### src/rtl/staged_command_queue_unit_assert.svh
// Assertion macros for the staged command queue unit.
// Included by the top level; no other dependencies.
`ifndef STAGED_COMMAND_QUEUE_UNIT_ASSERT_SVH
`define STAGED_COMMAND_QUEUE_UNIT_ASSERT_SVH
`ifndef ASSERT_OFF
`define SCQ_ASSERT(lbl, clk, rstn, prop, msg) \
  lbl: assert property (@(posedge clk) disable iff (!rstn) (prop)) else $error(msg);
`define SCQ_ASSERT_ALWAYS(lbl, clk, prop, msg) \
  lbl: assert property (@(posedge clk) (prop)) else $error(msg);
`else
`define SCQ_ASSERT(lbl, clk, rstn, prop, msg)
`define SCQ_ASSERT_ALWAYS(lbl, clk, prop, msg)
`endif
`endif

### src/rtl/scq_pkg.sv
// Shared types and constants for the staged command queue unit.
// No dependencies; imported by every module of the block.
`timescale 1ns / 1ps
`default_nettype none
package scq_pkg;

  localparam int unsigned STAGE_BYTES_DEF = 64;
  localparam int unsigned FIFO_DEPTH_DEF  = 8;

  // step codes
  localparam logic [1:0] MODE_WRITE = 2'd0;
  localparam logic [1:0] MODE_TICK  = 2'd1;
  localparam logic [1:0] MODE_RESP  = 2'd2;

  // register indexes
  localparam logic [1:0] CFG_BASE_ADDR = 2'd0;
  localparam logic [1:0] CFG_SYNC_WR   = 2'd1;
  localparam logic [1:0] CFG_LATENCY   = 2'd2;

  localparam logic [15:0] LATENCY_RST    = 16'd1;
  localparam logic [3:0]  MAX_WR_BYTES   = 4'd8;
  localparam logic [3:0]  OPCODE_SYNC    = 4'd1;
  localparam int unsigned WORD_BYTES     = 4;

  typedef struct packed {
    logic [1:0]  mode;
    logic [31:0] bus_address;
    logic [63:0] write_data;
    logic [3:0]  write_size;
  } scq_in_t;

  typedef struct packed {
    logic        accepted;
    logic        range_error;
    logic        sync_valid;
    logic [31:0] sync_word;
    logic [3:0]  queue_count;
    logic        busy_res;
    logic [31:0] completed_count;
  } scq_out_t;

  typedef struct packed {
    logic empty;
    logic full;
  } scq_q_stat_t;

  typedef struct packed {
    logic        sync_valid;
    logic [31:0] sync_word;
    logic        busy;
    logic [31:0] done_count;
  } scq_exec_res_t;

endpackage
`default_nettype wire

### src/rtl/scq_queue.sv
// Command queue: circular buffer of command words with head and fill count.
// Depends on scq_pkg.
`timescale 1ns / 1ps
`default_nettype none
module scq_queue import scq_pkg::*; #(
  parameter int unsigned FIFO_DEPTH = FIFO_DEPTH_DEF,
  localparam int unsigned HW = (FIFO_DEPTH > 1) ? $clog2(FIFO_DEPTH) : 1,
  localparam int unsigned FW = $clog2(FIFO_DEPTH + 1)
) (
  input  wire logic          clk,
  input  wire logic          rst_n,
  input  wire logic          push,
  input  wire logic [31:0]   push_word,
  input  wire logic          pop,
  output logic [31:0]        head_word,
  output scq_q_stat_t        stat,
  output logic [FW-1:0]      fill_nxt
);

  localparam int unsigned SW = FW + 1;

  logic [31:0]   words_r [FIFO_DEPTH];
  logic [31:0]   head_word_r;
  logic [HW-1:0] head_r, head_nxt;
  logic [FW-1:0] fill_r;
  logic [SW-1:0] tail_sum;
  logic [SW-1:0] tail_wrap;

  always_comb begin
    tail_sum  = SW'(head_r) + SW'(fill_r);
    tail_wrap = (tail_sum >= SW'(FIFO_DEPTH)) ? tail_sum - SW'(FIFO_DEPTH) : tail_sum;
  end

  assign stat.empty = (fill_r == '0);
  assign stat.full  = (fill_r == FW'(FIFO_DEPTH));
  assign head_word  = head_word_r;

  always_comb begin
    head_nxt = head_r;
    fill_nxt = fill_r;
    if (push) begin
      fill_nxt = fill_r + FW'(1);
    end else if (pop) begin
      fill_nxt = fill_r - FW'(1);
      head_nxt = (head_r == HW'(FIFO_DEPTH - 1)) ? '0 : head_r + HW'(1);
    end
  end

  always_ff @(posedge clk) begin
    if (!rst_n) begin
      head_r <= '0;
      fill_r <= '0;
    end else begin
      head_r <= head_nxt;
      fill_r <= fill_nxt;
    end
  end

  always_ff @(posedge clk) begin
    if (push) begin
      words_r[tail_wrap[HW-1:0]] <= push_word;
    end
  end

  // head entry is read ahead; a push into an empty queue lands on the head
  always_ff @(posedge clk) begin
    if (push && (tail_wrap[HW-1:0] == head_nxt)) begin
      head_word_r <= push_word;
    end else begin
      head_word_r <= words_r[head_nxt];
    end
  end

endmodule
`default_nettype wire

### src/rtl/scq_exec.sv
// Execution engine: issues queued commands on ticks, counts latency,
// completes them and raises sync words. Depends on scq_pkg.
`timescale 1ns / 1ps
`default_nettype none
module scq_exec import scq_pkg::*; (
  input  wire logic          clk,
  input  wire logic          rst_n,
  input  wire logic          tick,
  input  wire logic          resp,
  input  wire logic [15:0]   latency,
  input  wire scq_q_stat_t   q_stat,
  input  wire logic [31:0]   head_word,
  output logic               pop,
  output scq_exec_res_t      res
);

  logic        exec_r, exec_nxt;
  logic [15:0] ticks_r, ticks_nxt, ticks_dec;
  logic [31:0] act_r, act_nxt;
  logic        sync_pend_r, sync_pend_nxt;
  logic [31:0] done_r, done_nxt;
  logic        sync_fire;

  always_comb begin
    exec_nxt      = exec_r;
    ticks_nxt     = ticks_r;
    act_nxt       = act_r;
    sync_pend_nxt = sync_pend_r;
    done_nxt      = done_r;
    pop           = 1'b0;
    sync_fire     = 1'b0;
    ticks_dec     = ticks_r - 16'((ticks_r != '0) ? 1 : 0);
    if (tick) begin
      if (exec_r) begin
        ticks_nxt = ticks_dec;
        if (ticks_dec == '0) begin
          exec_nxt = 1'b0;
          done_nxt = done_r + 32'd1;
          if (act_r[19:16] == OPCODE_SYNC) begin
            sync_fire     = 1'b1;
            sync_pend_nxt = 1'b1;
          end
        end
      end else if (!q_stat.empty && !sync_pend_r) begin
        pop       = 1'b1;
        act_nxt   = head_word;
        exec_nxt  = 1'b1;
        ticks_nxt = (latency == '0) ? 16'd1 : latency;
      end
    end else if (resp) begin
      sync_pend_nxt = 1'b0;
    end
  end

  // type, id, opcode and index are the low 28 bits of the command word
  assign res.sync_valid = sync_fire;
  assign res.sync_word  = sync_fire ? {4'h0, act_r[27:0]} : '0;
  assign res.busy       = exec_nxt;
  assign res.done_count = done_nxt;

  always_ff @(posedge clk) begin
    if (!rst_n) begin
      exec_r      <= 1'b0;
      ticks_r     <= '0;
      act_r       <= '0;
      sync_pend_r <= 1'b0;
      done_r      <= '0;
    end else begin
      exec_r      <= exec_nxt;
      ticks_r     <= ticks_nxt;
      act_r       <= act_nxt;
      sync_pend_r <= sync_pend_nxt;
      done_r      <= done_nxt;
    end
  end

endmodule
`default_nettype wire

### src/rtl/staged_command_queue_unit.sv
// Staged command queue unit: input register, write decode and staging word,
// command queue, execution engine and result register. Depends on scq_pkg,
// scq_queue, scq_exec and staged_command_queue_unit_assert.svh.
//
// One step (MMIO write, tick or sync response) is taken per cycle whenever
// busy is low; busy is high during reset and for the first cycle after it.
// Each step yields exactly one result, shown on out_data with out_valid for
// a single cycle; it passes through the input register, then through the
// decode, queue and engine logic into the result register. The receiver
// cannot stall, so results must be taken as they appear. Configuration
// writes are always ready and must only be issued while no step is in flight.
// Only the first four staging bytes form the command word, so only they are
// held; writes to the rest of the staging area are taken and dropped.
`timescale 1ns / 1ps
`default_nettype none
`include "staged_command_queue_unit_assert.svh"
module staged_command_queue_unit import scq_pkg::*; #(
  parameter int unsigned STAGE_BYTES = STAGE_BYTES_DEF,
  parameter int unsigned FIFO_DEPTH  = FIFO_DEPTH_DEF
) (
  input  wire logic        clk,
  input  wire logic        rst_n,
  input  wire logic        start,
  output logic             busy,
  input  wire scq_in_t     in_data,
  output logic             out_valid,
  output scq_out_t         out_data,
  input  wire logic        cfg_valid,
  output logic             cfg_ready,
  input  wire logic [1:0]  cfg_index,
  input  wire logic [31:0] cfg_data
);

  localparam int unsigned SPAN = 2 * STAGE_BYTES;
  localparam int unsigned FW   = $clog2(FIFO_DEPTH + 1);

  logic        busy_r;
  logic [31:0] base_r;
  logic        sync_wr_r;
  logic [15:0] lat_r;

  logic        in_vld_r;
  scq_in_t     in_r;
  logic        out_vld_r;
  scq_out_t    out_r, out_nxt;

  logic [31:0] stage_r, stage_nxt;
  logic [31:0] off;
  logic        is_write, bad, in_stage, wr_store, launch, push;
  logic [1:0]  byte_k;

  scq_q_stat_t   q_stat;
  logic [31:0]   head_word;
  logic [FW-1:0] fill_nxt;
  logic          pop;
  scq_exec_res_t ex_res;

  assign busy      = busy_r;
  assign cfg_ready = 1'b1;
  assign out_valid = out_vld_r;
  assign out_data  = out_r;

  always_ff @(posedge clk) begin
    if (!rst_n) begin
      busy_r    <= 1'b1;
      base_r    <= '0;
      sync_wr_r <= 1'b0;
      lat_r     <= LATENCY_RST;
    end else begin
      busy_r <= 1'b0;
      if (cfg_valid && cfg_ready) begin
        unique case (cfg_index)
          CFG_BASE_ADDR: base_r    <= cfg_data;
          CFG_SYNC_WR:   sync_wr_r <= cfg_data[0];
          CFG_LATENCY:   lat_r     <= cfg_data[15:0];
          default:       ;
        endcase
      end
    end
  end

  // input register
  always_ff @(posedge clk) begin
    if (!rst_n) begin
      in_vld_r <= 1'b0;
    end else begin
      in_vld_r <= start && !busy_r;
    end
  end

  always_ff @(posedge clk) begin
    if (start && !busy_r) begin
      in_r <= in_data;
    end
  end

  // write decode
  always_comb begin
    is_write = in_vld_r && (in_r.mode == MODE_WRITE);
    off      = in_r.bus_address - base_r;
    bad      = (in_r.write_size == '0) || (in_r.write_size > MAX_WR_BYTES) ||
               (({1'b0, off} + 33'(in_r.write_size)) > 33'(SPAN));
    in_stage = (off < 32'(STAGE_BYTES));
    wr_store = is_write && !bad && in_stage && (off < 32'(WORD_BYTES));
    launch   = is_write && !bad &&
               (!in_stage || (sync_wr_r && (off == '0)));
    push     = launch && !q_stat.full;
  end

  always_comb begin
    stage_nxt = stage_r;
    byte_k    = '0;
    for (int b = 0; b < WORD_BYTES; b++) begin
      byte_k = 2'(b) - off[1:0];
      if (wr_store && (2'(b) >= off[1:0]) && ({2'b00, byte_k} < in_r.write_size)) begin
        stage_nxt[8*b +: 8] = in_r.write_data[{byte_k, 3'b000} +: 8];
      end
    end
  end

  always_ff @(posedge clk) begin
    if (!rst_n) begin
      stage_r <= '0;
    end else begin
      stage_r <= stage_nxt;
    end
  end

  scq_queue #(
    .FIFO_DEPTH (FIFO_DEPTH)
  ) u_queue (
    .clk       (clk),
    .rst_n     (rst_n),
    .push      (push),
    .push_word (stage_nxt),
    .pop       (pop),
    .head_word (head_word),
    .stat      (q_stat),
    .fill_nxt  (fill_nxt)
  );

  scq_exec u_exec (
    .clk       (clk),
    .rst_n     (rst_n),
    .tick      (in_vld_r && (in_r.mode == MODE_TICK)),
    .resp      (in_vld_r && (in_r.mode == MODE_RESP)),
    .latency   (lat_r),
    .q_stat    (q_stat),
    .head_word (head_word),
    .pop       (pop),
    .res       (ex_res)
  );

  // result register
  always_comb begin
    out_nxt.accepted        = is_write && !bad && (!launch || !q_stat.full);
    out_nxt.range_error     = is_write && bad;
    out_nxt.sync_valid      = ex_res.sync_valid;
    out_nxt.sync_word       = ex_res.sync_word;
    out_nxt.queue_count     = 4'(fill_nxt);
    out_nxt.busy_res        = ex_res.busy;
    out_nxt.completed_count = ex_res.done_count;
  end

  always_ff @(posedge clk) begin
    if (!rst_n) begin
      out_vld_r <= 1'b0;
    end else begin
      out_vld_r <= in_vld_r;
    end
  end

  always_ff @(posedge clk) begin
    if (in_vld_r) begin
      out_r <= out_nxt;
    end
  end

  `SCQ_ASSERT(a_err_not_acc, clk, rst_n, out_valid |-> !(out_data.range_error && out_data.accepted), "range error reported as accepted")
  `SCQ_ASSERT(a_sync_idle, clk, rst_n, (out_valid && out_data.sync_valid) |-> !out_data.busy_res, "sync word while still executing")
  `SCQ_ASSERT(a_done_step, clk, rst_n, (out_valid && $past(out_valid)) |-> ((out_data.completed_count - $past(out_data.completed_count)) <= 32'd1), "completion count jumped")
  `SCQ_ASSERT_ALWAYS(a_rst_busy, clk, $past(!rst_n) |-> busy, "accepting right after reset")

endmodule
`default_nettype wire
### config.mk
export PLATFORM = sky130hd
export DESIGN_NAME = staged_command_queue_unit
export DESIGN_NICKNAME = d
export VERILOG_FILES = /design/src/rtl/scq_pkg.sv /design/src/rtl/scq_queue.sv /design/src/rtl/scq_exec.sv /design/src/rtl/staged_command_queue_unit.sv
export VERILOG_INCLUDE_DIRS = /design/src /design/src/rtl
export SDC_FILE = /design/constraint.sdc
export NUM_CORES = 1
export LEC_CHECK = 0
export BUFFER_PORTS_ARGS = -buffer_cell sky130_fd_sc_hd__buf_4
export CAP_MARGIN = 25
export CORE_UTILIZATION = 50
export DETAILED_ROUTE_END_ITERATION = 10
export PLACE_DENSITY = 0.74
export RECOVER_POWER = 25
export SYNTH_ARGS = -nofsm -noshare
export SYNTH_HDL_FRONTEND = slang
export SYNTH_SLANG_ARGS = --single-unit
### constraint.sdc
create_clock -name clk -period 24.8 [get_ports clk]
set_clock_uncertainty 0.2 [all_clocks]
set_input_delay 1.24 -clock clk [delete_from_list [all_inputs] [get_ports clk]]
set_output_delay 1.24 -clock clk [all_outputs]
set_load 0.01 [all_outputs]
Word level (Yosys, flattened, before mapping):

Memory sizes are Yosys's and may differ from the RTL's.
Cells that the tools add are included.

* latch bits: 0
* memories: 1
* register bits after elaboration: 371
* logic and storage cells: 155
* memory bits (read-only): 0
* RAM bits: 256
* output and inout bits: 75

Memories
* u_queue.words_r: depth 8, width 32, read ports 1, clocked after Yosys merged registers in 0, wr ports 1, line scq_queue.sv:22 `logic [31:0] words_r [FIFO_DEPTH];`

* add/subtract/negate cells: 13
* shifts and indexed selects: 4
* mux-type cells: 36
* equality and inequality tests: 11
* divide/modulo/power cells: 0
* magnitude comparators: 13
* $mul: 0
* reduce and logical (&&, ||, !) cells: 49
* bitwise gates (word level): 1

Operator list (count)
* $shiftx 64x6->8: 4
* $mux 32: 3
* $mux 16: 3
* $add 32x4->33: 1
* $gt 33x8->1 const B: 1
* $add 32x1->32 const B: 1
* $logic_not 16->1: 2
* $logic_not 32->1: 1
* $lt 32x3->1 const B: 1
* $lt 32x7->1 const B: 1
* $mux 8: 4
* $sub 32x32->32: 1
* $mux 28: 1
* $logic_and 1x1->1: 22
* $mux 1: 19
* $lt 2x4->1: 4
* $reduce_bool 16->1: 1
* $sub 16x16->16: 1
* $mux 3: 4
* $logic_not 4->1: 2
* $mux 4: 2
* $reduce_and 2->1: 4
* $logic_not 1->1: 7
* $ne 2x2->1 const B: 3
* 23 further kinds: 34

Logic depth before layout (Yosys ltp):

* word-level depth: 12
* depth in mapped cells: 20
* gate-level depth less buffers: 18

Modules after synthesis:

A second synthesis with hierarchy kept.

* cell total of the unflattened synthesis: 2204
* area total of the unflattened synthesis: 27148.5 µm²

Modules (own cells, without submodules)
* staged_command_queue_unit: times used 1, cells an instance 1164, sequential area each 5945.7 µm², area an instance 12224.2 µm²
* scq_queue: times used 1, cells an instance 437, sequential area each 7887.6 µm², area an instance 10382.5 µm²
* scq_exec: times used 1, cells an instance 603, sequential area each 1561.5 µm², area an instance 4541.9 µm²

Worst setup path before layout:

OpenSTA, ideal clock, no wires.

* path kind: register to register
* from: register in_r[68] (netlist bit)
* to: memory u_queue.words_r[5][0], enable pin
* stages on the path, launching flop included: 18
* setup slack: 16908 ps
* clock period less this slack: 7892 ps
* required time: 24106 ps
* library setup time: 494 ps
* data arrival time: 7198 ps
* cell sequence: edfxtp_1 > inv_1 > ha_1 > inv_1 > fa_1 > ha_1 > nand3b_1 > a21boi_0 > nor2_1 > or4_4 > and4bb_2 > nand4b_4 > nor4_4 > nand3_1 > or3_1 > a21oi_1 > nand4b_1 > nor4b_1

* word-level cells in the longest chain between the ends: 10
* elaborated cells between the ends (all ways): 15

RTL lines
* start: declaration: line staged_command_queue_unit.sv:43 `scq_in_t in_r;`
* start signal: assignment: line staged_command_queue_unit.sv:93 `in_r <= in_data;`
* $sub 32x32->32 *: line staged_command_queue_unit.sv:100 `off = in_r.bus_address - base_r;`
* $add 32x4->33: line staged_command_queue_unit.sv:102 `(({1'b0, off} + 33'(in_r.write_size)) > 33'(SPAN));`
* $gt 33x8->1: line staged_command_queue_unit.sv:102
* $logic_or 1x1->1: line staged_command_queue_unit.sv:101 `bad = (in_r.write_size == '0) || (in_r.write_size > MAX_WR_BYTES) ||`
* $logic_not 1->1: line staged_command_queue_unit.sv:105 `launch = is_write && !bad &&`
* $logic_and 1x1->1: line staged_command_queue_unit.sv:105
* $logic_and 1x1->1 *: line staged_command_queue_unit.sv:105
* $logic_and 1x1->1 *: line staged_command_queue_unit.sv:107 `push = launch && !q_stat.full;`
* $mux 1 *: line scq_queue.sv:60 `if (push) begin`
* $mux 1 (not written as such) *: line scq_queue.sv:61 `words_r[tail_wrap[HW-1:0]] <= push_word;`
* end: declaration: line scq_queue.sv:22

Mark *: on every way between the ends. The rest lies on a longest branch, timed or not.

Worst setup path in the final report:

* from: register in_r[68] (netlist bit)
* to: memory u_queue.words_r[5][19], enable pin

The elaborated chain is that of the path after synthesis.

==> summary.md <==
| Metric | Value |
|---|---|
| Status | finished, violations left |
| Failing checks | capacitance limit, slew limit |
| CTS max path bufs | 3 |
| WP data arrival | between 6 and 7 ns |
| Crit start category | flop |
| Root buffer selected by CTS | clkbuf_16 |
| CTS tree | yes |
| Initial Util | between 50% and 60% |
| GRT overflow | 0 |
| Clock transition at path regs | about 0.060 ns |
| F_max | about 150 MHz |
| Synthesized area | 25100 µm² |
| Clock Latency Late Sink | ~0.64 ns |
| Worst hold-check path type | reg2reg |
| Reg2reg setup slack | ~18 ns |
| WP data required | approximately 25 ns |
| Iter 0 DRT Violations | between 1000 and 1500 |
| Residual DRC count | 0 |
| Setup_tns | 0 ns |
| Met2 WL | ~27000 µm |
| Synth Instances | 1997 |
| Hold-fix buffers, CTS | 0 |
| Die W | 226 µm |
| I/O pins | 215 |
| CP Cell Sequence | inv_1, ha_1, inv_1, fa_1, buf_4, ha_1, nand3b_1, a21boi_0, nor2_1, or4_4, and4bb_2, nand4b_4, nor4_4, nand3_1, or3_1, a21oi_1, nand4b_1, nor4b_2, buf_4 |
| I/O Buffers | approximately 180 |
| Initial antenna violation count | 4 |
| Final Slew Violations | approximately 240 |
| Layout cells sized above 1 | just under 20% |
| Synth cell types | 104 |
| Hpwl dp | between 30000 and 40000 µm |
| Fraction of registers with async set or reset after synthesis | 0% |
| Worst Tran Pin Value | about 4.1 ns |
| M1 wire length | around 26000 µm |
| Core Footprint | about 50000 µm² |
| Most frequent cells in the layout | edfxtp_1, nand2_1, dfxtp_1 |
| Synthesized flop and latch total | roughly 560 |
| Leak | between 10 and 15 nW |
| H-tree depth | 2 |
| Rows | 81 |
| Slew HR | -177% |
| Total CTS buffers | between 50 and 60 |
| Met3 wire length | 4190 µm |
| Synthesized area per cell | about 13 µm² |
| Die Span Y | 226 µm |
| Post-CTS resize count | 0 |
| Global-route wire length before repair | 92400 µm |
| Sink Count | 555 |
| Core Util, Final | 59.1% |
| Pre-antenna DRT Iters | 5 |
| Hold Slack | 0.236 ns |
| RSZ-0062 raised after global routing | no |
| Global-route usage over all layers | a little under a quarter |
| GPL Wtd Cong | 0.917 |
| Final setup viols | 0 |
| Post-CTS Repair Setup Buffers | 0 |
| Via count | 16727 |
| Fin. Hold Viols | 0 |
| Sequential-to-total area share from yosys stat | about three fifths |
| Final wirelength | slightly below 60000 µm |
| Vias per cell | roughly 5.8 |
| Commonest non-fill, non-tap cell in the layout | edfxtp_1 |
| Minimum clock period | around 6.5 ns |
| # nets final | around 2400 |
| Max-cap violations | 4 |
| Crit. End Element | flop |
| Top sig layer | met5 |
| Period Utilization, post-route | a little over a quarter |
| Maximum fanout along the worst path | 28 |
| Pwr/cell area | between 60 and 70 nW/µm² |
| Die Footprint | about 50000 µm² |
| Largest net degree at the start of global routing | 100 |
| Number of global-route vias before repair | 16474 |
| CP Class | reg2reg |
| Detail Route Antenna Nets | 0 |
| Synth Warn # | 0 |
| Crit-path max cell delay | about 0.5 ns |
| Peak supply drop | approximately 0.050 mV |
| EDFF count, synth | around 360 |
| WL/cell | a little over 20 µm |
| CP max stage cell | buf_4 |
| Most used DFF post-synth | edfxtp_1 |
| Area Growth Syn to Fin | 16.1% |
-- cell usage after synthesis, drive strengths merged (5+ instances only) --
master / count / share of area [%]
nor2: 113 / 1.7
nand3: 26 / 0.52
buf: 25 / 0.59
nor4b: 5 / 0.23
and4: 12 / 0.42
o21a: 5 / 0.15
nand2: 234 / 3.5
mux2i: 93 / 3.7
or3: 10 / 0.25
ha: 50 / 2.5
a21oi: 146 / 3.1
or2: 7 / 0.17
and3: 12 / 0.30
a31oi: 8 / 0.20
mux4: 84 / 7.5
nor2b: 10 / 0.25
a22oi: 5 / 0.15
nor4: 26 / 0.82
o21ai: 50 / 1.0
dfxtp: 193 / 15
nand3b: 7 / 0.21
nor3b: 9 / 0.27
xnor2: 37 / 1.3
inv: 88 / 1.3
a21o: 11 / 0.36
o211ai: 9 / 0.33
clkbuf: 62 / 0.93
xor2: 28 / 0.98
nand4: 28 / 0.70
edfxtp: 362 / 43
o22ai: 6 / 0.15
or4: 5 / 0.16
a21boi: 6 / 0.19
a211oi: 12 / 0.38
nand2b: 11 / 0.27
nor3: 42 / 0.99
and2: 75 / 1.9
-- metrics by stage --
stage          setup slack (ns)  total power (W)  instance area (µm²)  cells
2_1_floorplan             16.91          0.00110                25100   2003
3_3_place_gp              18.62          0.00114                27200   2787
3_5_place_dp              18.40          0.00115                27200   2787
4_1_cts                   18.36          0.00202                29200   2893
5_1_grt                   17.88          0.00207                29100   2896
6_report                  18.34          0.00200                29100   2896
-- path summary, 6_finish.rpt --
kind	start	end	depth (start not counted)
worst max-delay path	in_r[68]	u_queue.words_r[5][19]	19
worst min-delay path	u_queue.head_word[0]	u_exec.act_r[0]	2
worst max register to register	in_r[68]	u_queue.words_r[5][19]	19
worst min register to register	u_queue.head_word[0]	u_exec.act_r[0]	2
-- power breakdown --
group | total (W) | switching (W) | internal [W]
sequential | 0.000994 | 0.00000575 | 0.000988
combinational | 0.000135 | 0.0000815 | 0.0000535
clock | 0.000876 | 0.000355 | 0.000521
-- worst max-delay path, delay by kind of cell, from the launching register on --
| kind | cells | cell delay, ns |
|---|---|---|
| simple gates | 10 | 3.13 |
| fa+ha+maj | 3 | 0.94 |
| buf+inv | 4 | 0.93 |
| compound gates | 2 | 0.49 |
| flops | 1 | 0.36 |
-- cells by family after synthesis --
kind of cell	Yosys count	share of synthesized area (%)
buf+inv	175	2.84
fa+ha+maj	54	2.81
simple gates	650	13.5
compound gates	316	8.39
mux	180	11.4
other cells	2	0.0299
xor+xnor	65	2.30
flops	555	58.8
-- final cells by class --
type                            instances  area [µm²]
Antenna cell                            2        5.00
Clock buffer                           83        1590
Clock inverter                         23         355
Fill cell                            3895       20100
Inverter                               88         332
Multi-Input combinational cell       1273        9760
Sequential cell                       555       14700
Tap cell                              664         831
Timing Repair Buffer                  208        1510
-- flip-flops by register name, indices dropped and copies added (netlist names), 3 cells and up --
register           count
u_exec.act_r          28
u_queue.head_r         3
lat_r                 16
u_queue.fill_r         4
stage_r               28
u_exec.ticks_r        16
u_queue.head_word     28
u_exec.done_r         32
u_queue.words_r      224
in_r                  70
base_r                32
out_data              68
-- metal layers --
| layer | up-vias | GRT usage (%) |
|---|---|---|
| li1 | 7787 | - |
| met1 | 8233 | 33.1 |
| met2 | 594 | 36.9 |
| met3 | 109 | 3.73 |
| met4 | 4 | 8.38 |
| met5 | - | 0 |
No activity file was read; power rests on OpenSTA's default activity.
